--- config.mk ---
export PLATFORM = sky130hd
export DESIGN_NAME = hex_ascii_can_line_parser_flat
export DESIGN_NICKNAME = d
export VERILOG_FILES = /design/src/design/hacl_pkg.sv /design/src/design/hacl_rx_if.sv /design/src/design/hacl_res_if.sv /design/src/design/hacl_line_decoder.sv /design/src/design/hacl_out_reg.sv /design/src/design/hex_ascii_can_line_parser.sv /design/src/flat_wrapper.sv
export SDC_FILE = /design/constraint.sdc
export NUM_CORES = 1
export LEC_CHECK = 0
export BUFFER_PORTS_ARGS = -buffer_cell sky130_fd_sc_hd__buf_4
export CORE_UTILIZATION = 50
export CTS_CLUSTER_DIAMETER = 200
export DETAILED_ROUTE_END_ITERATION = 16
export HOLD_SLACK_MARGIN = 0.15
export PLACE_DENSITY = 0.73
export SKIP_LAST_GASP = 1
export SLEW_MARGIN = 0
export SYNTH_ARGS = -nofsm -noshare
export SYNTH_HDL_FRONTEND = slang
export SYNTH_SLANG_ARGS = --single-unit
export TNS_END_PERCENT = 20
--- constraint.sdc ---
create_clock -name clk -period 4.85 [get_ports clk]
set_input_delay 0.2425 -clock clk [delete_from_list [all_inputs] [get_ports clk]]
set_output_delay 0.2425 -clock clk [all_outputs]
set_load 0.01 [all_outputs]
--- src/design/hacl_pkg.sv ---
// Shared types, character constants, status codes and hex digit decode.
`timescale 1ns / 1ps

package hacl_pkg;

	// Result status codes
	localparam logic [2:0] ST_OK        = 3'd0;
	localparam logic [2:0] ST_BAD_LEN   = 3'd1;
	localparam logic [2:0] ST_NOT_FRAME = 3'd2;
	localparam logic [2:0] ST_OVERFLOW  = 3'd3;
	localparam logic [2:0] ST_SHORT     = 3'd4;

	// Characters of interest
	localparam logic [7:0] CH_S       = 8'h53;
	localparam logic [7:0] CH_C       = 8'h43;
	localparam logic [7:0] CH_A       = 8'h41;
	localparam logic [7:0] CH_N       = 8'h4E;
	localparam logic [7:0] CH_NEWLINE = 8'h0A;
	localparam logic [7:0] CH_0       = 8'h30;
	localparam logic [7:0] CH_9       = 8'h39;
	localparam logic [7:0] CH_UA      = 8'h41;
	localparam logic [7:0] CH_UF      = 8'h46;
	localparam logic [7:0] CH_LA      = 8'h61;
	localparam logic [7:0] CH_LF      = 8'h66;

	// Line layout
	localparam int unsigned HDR_LEN  = 12;
	localparam logic [7:0]  MAX_DLEN = 8'd8;

	// One result item
	typedef struct packed {
		logic [2:0]  status;
		logic [7:0]  bus_id;
		logic [15:0] can_id;
		logic [7:0]  frame_length;
		logic [63:0] payload;
		logic        hex_error;
	} hacl_result_t;

	// Decode one hex character: {bad, nibble}; a non-hex character gives zero
	function automatic logic [4:0] hex_nibble(input logic [7:0] c);
		logic [7:0] d;
		logic [4:0] r;
		begin
			d = 8'd0;
			r = {1'b1, 4'd0};
			if (c >= CH_0 && c <= CH_9) begin
				d = c - CH_0;
				r = {1'b0, d[3:0]};
			end else if (c >= CH_UA && c <= CH_UF) begin
				d = c - CH_UA + 8'd10;
				r = {1'b0, d[3:0]};
			end else if (c >= CH_LA && c <= CH_LF) begin
				d = c - CH_LA + 8'd10;
				r = {1'b0, d[3:0]};
			end
			return r;
		end
	endfunction

endpackage

--- src/design/hacl_rx_if.sv ---
// Channel carrying received characters.
`timescale 1ns / 1ps

interface hacl_rx_if;
	logic       valid;
	logic       ready;
	logic [7:0] rx_byte;

	modport source (output valid, output rx_byte, input ready);
	modport sink (input valid, input rx_byte, output ready);
endinterface

--- src/design/hacl_res_if.sv ---
// Channel carrying decoded line results.
`timescale 1ns / 1ps

interface hacl_res_if;
	logic        valid;
	logic        ready;
	logic [2:0]  status;
	logic [7:0]  bus_id;
	logic [15:0] can_id;
	logic [7:0]  frame_length;
	logic [63:0] payload;
	logic        hex_error;

	modport source (output valid, output status, output bus_id, output can_id,
		output frame_length, output payload, output hex_error, input ready);
	modport sink (input valid, input status, input bus_id, input can_id,
		input frame_length, input payload, input hex_error, output ready);
endinterface

--- src/design/hacl_line_decoder.sv ---
// Per-line state and incremental decode of header and data digits.
`timescale 1ns / 1ps

module hacl_line_decoder
	import hacl_pkg::*;
#(
	parameter int unsigned LINE_DEPTH = 64
) (
	input  logic         clk,
	input  logic         arst_n,
	input  logic         en,
	input  logic [7:0]   ch,
	output logic         has_result,
	output hacl_result_t result
);

	localparam int unsigned PW = $clog2(LINE_DEPTH);

	logic [PW-1:0] pos_q;
	logic          prefix_ok_q;
	logic          hdr_bad_q;
	logic          data_bad_q;
	logic [7:0]    bus_q;
	logic [15:0]   id_q;
	logic [7:0]    len_q;
	logic [63:0]   payload_q;

	logic [4:0]    hx;
	logic [3:0]    nib;
	logic          bad;
	logic [9:0]    pw;
	logic          is_nl;
	logic          overflow;
	logic          pfx_match;
	logic          prefix_n;
	logic          in_hdr;
	logic [7:0]    bus_n;
	logic [15:0]   id_n;
	logic [7:0]    len_n;
	logic          hdr_bad_n;
	logic [9:0]    k;
	logic          in_data;
	logic [3:0]    nib_idx;
	logic [63:0]   payload_n;
	logic          len_bad;
	logic          short_line;

	// Decode the current character against the line position
	always_comb begin
		hx        = hex_nibble(ch);
		nib       = hx[3:0];
		bad       = hx[4];
		pw        = 10'(pos_q);
		is_nl     = (ch == CH_NEWLINE);
		overflow  = !is_nl && (pos_q == PW'(LINE_DEPTH - 1));

		case (pos_q[1:0])
			2'd0:    pfx_match = (ch == CH_S);
			2'd1:    pfx_match = (ch == CH_C);
			2'd2:    pfx_match = (ch == CH_A);
			2'd3:    pfx_match = (ch == CH_N);
			default: pfx_match = 1'b0;
		endcase
		prefix_n = prefix_ok_q & ((pw >= 10'd4) | pfx_match);

		in_hdr    = (pw >= 10'd4) && (pw < 10'(HDR_LEN));
		bus_n     = (pw == 10'd4 || pw == 10'd5) ? {bus_q[3:0], nib} : bus_q;
		id_n      = (pw >= 10'd6 && pw <= 10'd9) ? {id_q[11:0], nib} : id_q;
		len_n     = (pw == 10'd10 || pw == 10'd11) ? {len_q[3:0], nib} : len_q;
		hdr_bad_n = hdr_bad_q | (in_hdr & bad);

		// Data digit k of the line, within the announced length
		k       = pw - 10'(HDR_LEN);
		in_data = (pw >= 10'(HDR_LEN)) && (len_q != 8'd0) && (len_q <= MAX_DLEN)
			&& (k < {1'b0, len_q, 1'b0});
		nib_idx = {k[3:1], ~k[0]};
		payload_n = payload_q;
		if (in_data) begin
			payload_n[nib_idx*4 +: 4] = nib;
		end

		len_bad    = (len_n == 8'd0) || (len_n > MAX_DLEN);
		short_line = pw < ({1'b0, len_n, 1'b0} + 10'(HDR_LEN));
	end

	// Build the result for a newline or an overflow
	always_comb begin
		has_result = is_nl || overflow;
		result     = '0;
		if (overflow) begin
			result.status = ST_OVERFLOW;
		end else if (!prefix_n || pw < 10'(HDR_LEN - 1)) begin
			result.status = ST_NOT_FRAME;
		end else begin
			result.bus_id       = bus_n;
			result.can_id       = id_n;
			result.frame_length = len_n;
			result.hex_error    = hdr_bad_n;
			if (len_bad) begin
				result.status = ST_BAD_LEN;
			end else if (short_line) begin
				result.status = ST_SHORT;
			end else begin
				result.status    = ST_OK;
				result.payload   = payload_q;
				result.hex_error = hdr_bad_n | data_bad_q;
			end
		end
	end

	// Advance the line state; restart it at a line end
	always_ff @(posedge clk or negedge arst_n) begin
		if (!arst_n) begin
			pos_q       <= '0;
			prefix_ok_q <= 1'b1;
			hdr_bad_q   <= 1'b0;
			data_bad_q  <= 1'b0;
			payload_q   <= '0;
		end else if (en) begin
			if (is_nl || overflow) begin
				pos_q       <= '0;
				prefix_ok_q <= 1'b1;
				hdr_bad_q   <= 1'b0;
				data_bad_q  <= 1'b0;
				payload_q   <= '0;
			end else begin
				pos_q       <= pos_q + PW'(1);
				prefix_ok_q <= prefix_n;
				hdr_bad_q   <= hdr_bad_n;
				data_bad_q  <= data_bad_q | (in_data & bad);
				payload_q   <= payload_n;
			end
		end
	end

	// Header fields are rewritten in every line that runs past the header
	always_ff @(posedge clk) begin
		if (en) begin
			bus_q <= bus_n;
			id_q  <= id_n;
			len_q <= len_n;
		end
	end

endmodule

--- src/design/hacl_out_reg.sv ---
// Result register that holds one result until the sink takes it.
`timescale 1ns / 1ps

module hacl_out_reg
	import hacl_pkg::*;
(
	input  logic         clk,
	input  logic         arst_n,
	input  logic         load,
	input  hacl_result_t din,
	output logic         free,
	hacl_res_if.source   res
);

	logic         valid_q;
	hacl_result_t data_q;

	// Slot can take a new result when empty or emptied in this cycle
	assign free = !valid_q || res.ready;

	always_ff @(posedge clk or negedge arst_n) begin
		if (!arst_n) begin
			valid_q <= 1'b0;
		end else if (free) begin
			valid_q <= load;
		end
	end

	always_ff @(posedge clk) begin
		if (free && load) begin
			data_q <= din;
		end
	end

	assign res.valid        = valid_q;
	assign res.status       = data_q.status;
	assign res.bus_id       = data_q.bus_id;
	assign res.can_id       = data_q.can_id;
	assign res.frame_length = data_q.frame_length;
	assign res.payload      = data_q.payload;
	assign res.hex_error    = data_q.hex_error;

endmodule

--- src/design/hex_ascii_can_line_parser.sv ---
// Top level: input register, line decoder and result register.
// A line-ending character held in the input register is decoded combinationally, and its
//   result loads into the result register once that register is free to take it.
// Throughput: one character per cycle while the result register can take each result; the
//   decode of each character is a single pass between the input register and the result register.
// Reset: arst_n clears both valid flags and restarts the current line.
`timescale 1ns / 1ps

module hex_ascii_can_line_parser
	import hacl_pkg::*;
#(
	parameter int unsigned LINE_DEPTH = 64
) (
	input logic        clk,
	input logic        arst_n,
	hacl_rx_if.sink    rx,
	hacl_res_if.source res
);

	logic         ch_valid_s1;
	logic [7:0]   ch_s1;
	logic         proc_en;
	logic         has_result;
	logic         out_free;
	hacl_result_t result;

	// Process the held character unless its result has nowhere to go
	assign proc_en  = ch_valid_s1 && (out_free || !has_result);
	assign rx.ready = !ch_valid_s1 || proc_en;

	always_ff @(posedge clk or negedge arst_n) begin
		if (!arst_n) begin
			ch_valid_s1 <= 1'b0;
		end else if (rx.ready) begin
			ch_valid_s1 <= rx.valid;
		end
	end

	always_ff @(posedge clk) begin
		if (rx.ready && rx.valid) begin
			ch_s1 <= rx.rx_byte;
		end
	end

	hacl_line_decoder #(
		.LINE_DEPTH(LINE_DEPTH)
	) u_dec (
		.clk        (clk),
		.arst_n     (arst_n),
		.en         (proc_en),
		.ch         (ch_s1),
		.has_result (has_result),
		.result     (result)
	);

	hacl_out_reg u_out (
		.clk    (clk),
		.arst_n (arst_n),
		.load   (proc_en && has_result),
		.din    (result),
		.free   (out_free),
		.res    (res)
	);

endmodule

--- src/flat_wrapper.sv ---
// flat-port wrapper written by rule: the top's interface ports become plain ports
module hex_ascii_can_line_parser_flat import hacl_pkg::*;
#(
	parameter int unsigned LINE_DEPTH = 64
)
  (clk, arst_n, rx_valid, rx_rx_byte, rx_ready, res_valid, res_status, res_bus_id, res_can_id, res_frame_length, res_payload, res_hex_error, res_ready);
  hacl_rx_if rx_i ();
  hacl_res_if res_i ();
  input logic clk;
  input logic arst_n;
  input wire logic [$bits(rx_i.valid)-1:0] rx_valid;
  input wire logic [$bits(rx_i.rx_byte)-1:0] rx_rx_byte;
  output wire logic [$bits(rx_i.ready)-1:0] rx_ready;
  output wire logic [$bits(res_i.valid)-1:0] res_valid;
  output wire logic [$bits(res_i.status)-1:0] res_status;
  output wire logic [$bits(res_i.bus_id)-1:0] res_bus_id;
  output wire logic [$bits(res_i.can_id)-1:0] res_can_id;
  output wire logic [$bits(res_i.frame_length)-1:0] res_frame_length;
  output wire logic [$bits(res_i.payload)-1:0] res_payload;
  output wire logic [$bits(res_i.hex_error)-1:0] res_hex_error;
  input wire logic [$bits(res_i.ready)-1:0] res_ready;
  assign rx_i.valid = rx_valid;
  assign rx_i.rx_byte = rx_rx_byte;
  assign rx_ready = rx_i.ready;
  assign res_valid = res_i.valid;
  assign res_status = res_i.status;
  assign res_bus_id = res_i.bus_id;
  assign res_can_id = res_i.can_id;
  assign res_frame_length = res_i.frame_length;
  assign res_payload = res_i.payload;
  assign res_hex_error = res_i.hex_error;
  assign res_i.ready = res_ready;
  hex_ascii_can_line_parser #(.LINE_DEPTH(LINE_DEPTH)) u_core (.clk(clk), .arst_n(arst_n), .rx(rx_i), .res(res_i));
endmodule
==> flow_metrics.tcl <==
set metrics [dict create \
    status "completed" \
    overflow 0 \
    relSlewSlack_pct 34.1 \
    criticalPathCategory "reg2reg" \
    ys_types 63 \
    ctsHoldBuffers 11 \
    die_area_sq_mm 0.0205 \
    endpoint_kind "register" \
    grt_max_degree 76 \
    drt-initial-drc-count 379 \
    start_util_pct 51.1 \
    clk_path_buf_depth 3 \
    final_util_pct 61.1 \
    finalCriticalPeriod_ns 4.34 \
    yosys_warnings 0 \
    synth-simple-area-share_pct 16.9 \
    rsz0062_at_grt "false" \
    cp-start-kind "register" \
    syn2layout_area_growth_pct 19.7 \
    cts_tree "yes" \
    synth_enable_flop_cells 140 \
    max_freq_ghz 0.231 \
    rows 51 \
    async_reset_ff_share_pct 34.9 \
    peakVddDrop_mv 0.496 \
    firstDrtPassIters 5 \
    core-area_sq_mm 0.0195 \
    layout.nets 929 \
    design_area_sq_mm 0.0119 \
    synthXorXnorAreaFrac_pct 0.705 \
    crit-reg2reg-capture "u_core.u_out.res.payload[14]" \
    grt_pass1_vias 6328 \
    synth_area_sq_mm 0.00994 \
    worst_pin_slew_ns 0.989 \
    p_per_area_mw_per_mm2 445 \
    vias 6461 \
    synthAdderAreaFrac_pct 3.15 \
    muxShareOfSynthArea_pct 4.96 \
    clock_skew_ns 0.0186 \
    place.gp.congestion 0.870 \
    wire_per_inst_microns 17.9 \
    ys_seq_area_share_pct 61.2 \
    clockRootBuffer "clkbuf_16" \
    path_max_fanout 65 \
    vias_per_cell 5.50 \
    drive_above_1_share_pct 25.6 \
    cts_buffers 23 \
    clkTransAtPathRegs_ns 0.06 \
    synth_top_family_by_area "simple AND/OR/NAND/NOR gates" \
    antenna_found_initial 0 \
    worstReg2RegStart "u_core.ch_s1[0]" \
    reg2regPathDepth 15 \
    maxCapViolations 0 \
    n_antenna_cell 0 \
    placed_cells 1121 \
    cts.sinks 215 \
    die_y_microns 143 \
    holdWs_ns 0.419 \
    min_period_over_period_pct 89.4 \
    synthCells 777 \
    cts_resized 0 \
    dieWidth_microns 143 \
    port_buffers 113 \
    final.setup.tns_ns 0 \
    dpl_cell_area_sq_mm 0.0110 \
    ys_ff_latch 215 \
    synth.net_count 814 \
    totalWireLength_mm 21.0 \
    setup_viol 0 \
    hold_viol_final 0 \
    h-tree-depth 1 \
    reg2reg_slack_ns 0.51 \
    stdcell_count 1174 \
    dp_hpwl_mm 13.6 \
    grt_usage_pct 20.8 \
    synthFlopType "edfxtp_1" \
    holdCritPathClass "in2async" \
    cp_data_required_time_ns 5.09 \
    synth_compound_area_share_pct 9.95 \
    arrival_ns 4.57 \
    leakagePower_uw 0.00430 \
    post_synth.cell_area_avg_sq_um 12.8 \
    grt_pass1_wl_mm 33.3 \
    pin_count 114 \
    ant_nets 0 \
    clk_latency_ns 0.53 \
    slew_violations 0 \
    drc_errors 0 \
    post_cts.repair.setup_buffers 0 \
]
cell usage after synthesis, types with 6 or more instances:
cell type | count | area, sq um
inv_1 | 22 | 82.6
dfrtp_1 | 74 | 1850
clkbuf_1 | 27 | 101
nand2b_1 | 7 | 43.8
mux2i_1 | 29 | 290
xnor2_1 | 6 | 52.6
mux2_2 | 18 | 203
o21ai_0 | 56 | 280
o31ai_1 | 7 | 52.6
ha_1 | 25 | 313
a21oi_1 | 16 | 80.1
edfxtp_1 | 140 | 4200
nor3b_1 | 26 | 195
o2111ai_1 | 6 | 52.6
nor2_1 | 25 | 93.8
o211ai_1 | 33 | 248
nand2_1 | 78 | 293
nor3b_2 | 40 | 500
nor2b_1 | 31 | 194
nand3_1 | 14 | 70.1
buf_2 | 13 | 65.1
nor4_1 | 6 | 37.5
cell usage in the layout, fill, tap and decap left out, types with 4 or more instances in the layout:
| cell type | synthesis | final |
|---|---|---|
| o31ai_1 | 7 | 7 |
| nand2b_1 | 7 | 7 |
| a211o_1 | 4 | 4 |
| a21o_1 | 5 | 5 |
| ha_1 | 25 | 25 |
| dlygate4sd3_1 | 0 | 11 |
| nor4b_1 | 4 | 4 |
| dfrtp_1 | 74 | 74 |
| edfxtp_1 | 140 | 140 |
| nand4bb_1 | 4 | 4 |
| clkbuf_16 | 0 | 23 |
| a21oi_1 | 16 | 16 |
| nand3_1 | 14 | 14 |
| clkinvlp_4 | 0 | 5 |
| xnor2_1 | 6 | 6 |
| nor2b_1 | 31 | 31 |
| clkinv_2 | 0 | 5 |
| nor3b_1 | 26 | 26 |
| inv_1 | 22 | 21 |
| mux2_2 | 18 | 18 |
| nand2_1 | 78 | 76 |
| o21ai_0 | 56 | 56 |
| buf_4 | 0 | 124 |
| o211ai_1 | 33 | 33 |
| nor4_1 | 6 | 6 |
| mux2i_1 | 29 | 29 |
| nor3b_2 | 40 | 40 |
| nor2_1 | 25 | 25 |
critical path, stage by stage (launching register included):
cell,delay [ns]
edfxtp_1,0.51
inv_1,0.16
ha_1,0.24
nand2b_1,0.09
nand4_1,0.28
a32o_1,0.53
o31ai_1,0.55
xnor2_1,0.19
ha_1,0.27
a21o_1,0.16
a21oi_1,0.16
nand2_1,0.07
a211o_1,0.26
nand2_2,0.09
buf_12,0.29
nor3b_1,0.11
worst max-delay path by stage:
stage / from / end / cells past startpoint
after global routing: u_core.ch_s1[0] / u_core.u_out.res.payload[14] / 15
after detailed placement: u_core.ch_s1[0] / u_core.u_out.res.hex_error / 15
after global placement: u_core.ch_s1[0] / u_core.u_out.res.hex_error / 15
final: u_core.ch_s1[0] / u_core.u_out.res.payload[14] / 15
after floorplan: u_core.u_dec.pos_q[3] / u_core.u_out.res.bus_id[0] / 10
after CTS: u_core.ch_s1[0] / u_core.u_out.res.payload[14] / 15
power breakdown:
part	internal, uW	leakage (uW)	switching [uW]	total, uW
registers	2120	0.00227	101	2220
logic	460	0.00167	912	1370
clock network	979	0.000357	718	1700
total	3560	0.00430	1730	5290
per-layer routing:
layer  share of wire, %  wire length, microns  vias up  GRT usage (%)
met5                  0                     0        -              0
met4                1.3                   283        0           4.36
met3                4.7                   988       25           3.15
met2                 50                 10500      157           35.5
met1                 44                  9210     3172           28.1
li1                   -                     -     3107              -
area by class of cell:
| cell class | instances | area, sq um |
|---|---|---|
| Clock buffer | 28 | 624 |
| Clock inverter | 14 | 120 |
| Fill cell | 1533 | 7560 |
| Inverter | 23 | 91.3 |
| Multi-Input combinational cell | 492 | 3570 |
| Sequential cell | 215 | 6080 |
| Tap cell | 265 | 332 |
| Timing Repair Buffer | 137 | 1080 |
metrics by stage:
stage / worst slack (ns) / total power (uW)
after floorplan: 0.209 / 3240
after global placement: 0.572 / 3590
after detailed placement: 0.585 / 3620
after CTS: 0.583 / 5320
after global routing: 0.159 / 5560
final: 0.512 / 5290
registers in the layout, summed over array words and instances, names as in the netlist, 3 cells and up:
name	cells
u_core.u_dec.bus_q	8
u_core.u_out.res.frame_length	8
u_core.u_out.res.bus_id	8
u_core.u_dec.pos_q	6
u_core.u_dec.len_q	8
u_core.ch_s1	8
u_core.u_dec.payload_q	64
u_core.u_dec.id_q	16
u_core.u_out.res.status	3
u_core.u_out.res.can_id	16
u_core.u_out.res.payload	64
cell families after synthesis:
group / after synthesis
XOR/XNOR: 8
flip-flops: 215
buffers and inverters: 70
multiplexers: 47
AO/OA/AOI/OAI: 152
adder cells (fa/ha/maj): 25
AND/OR/NAND/NOR: 260
No activity file was read; power rests on OpenSTA's default activity.
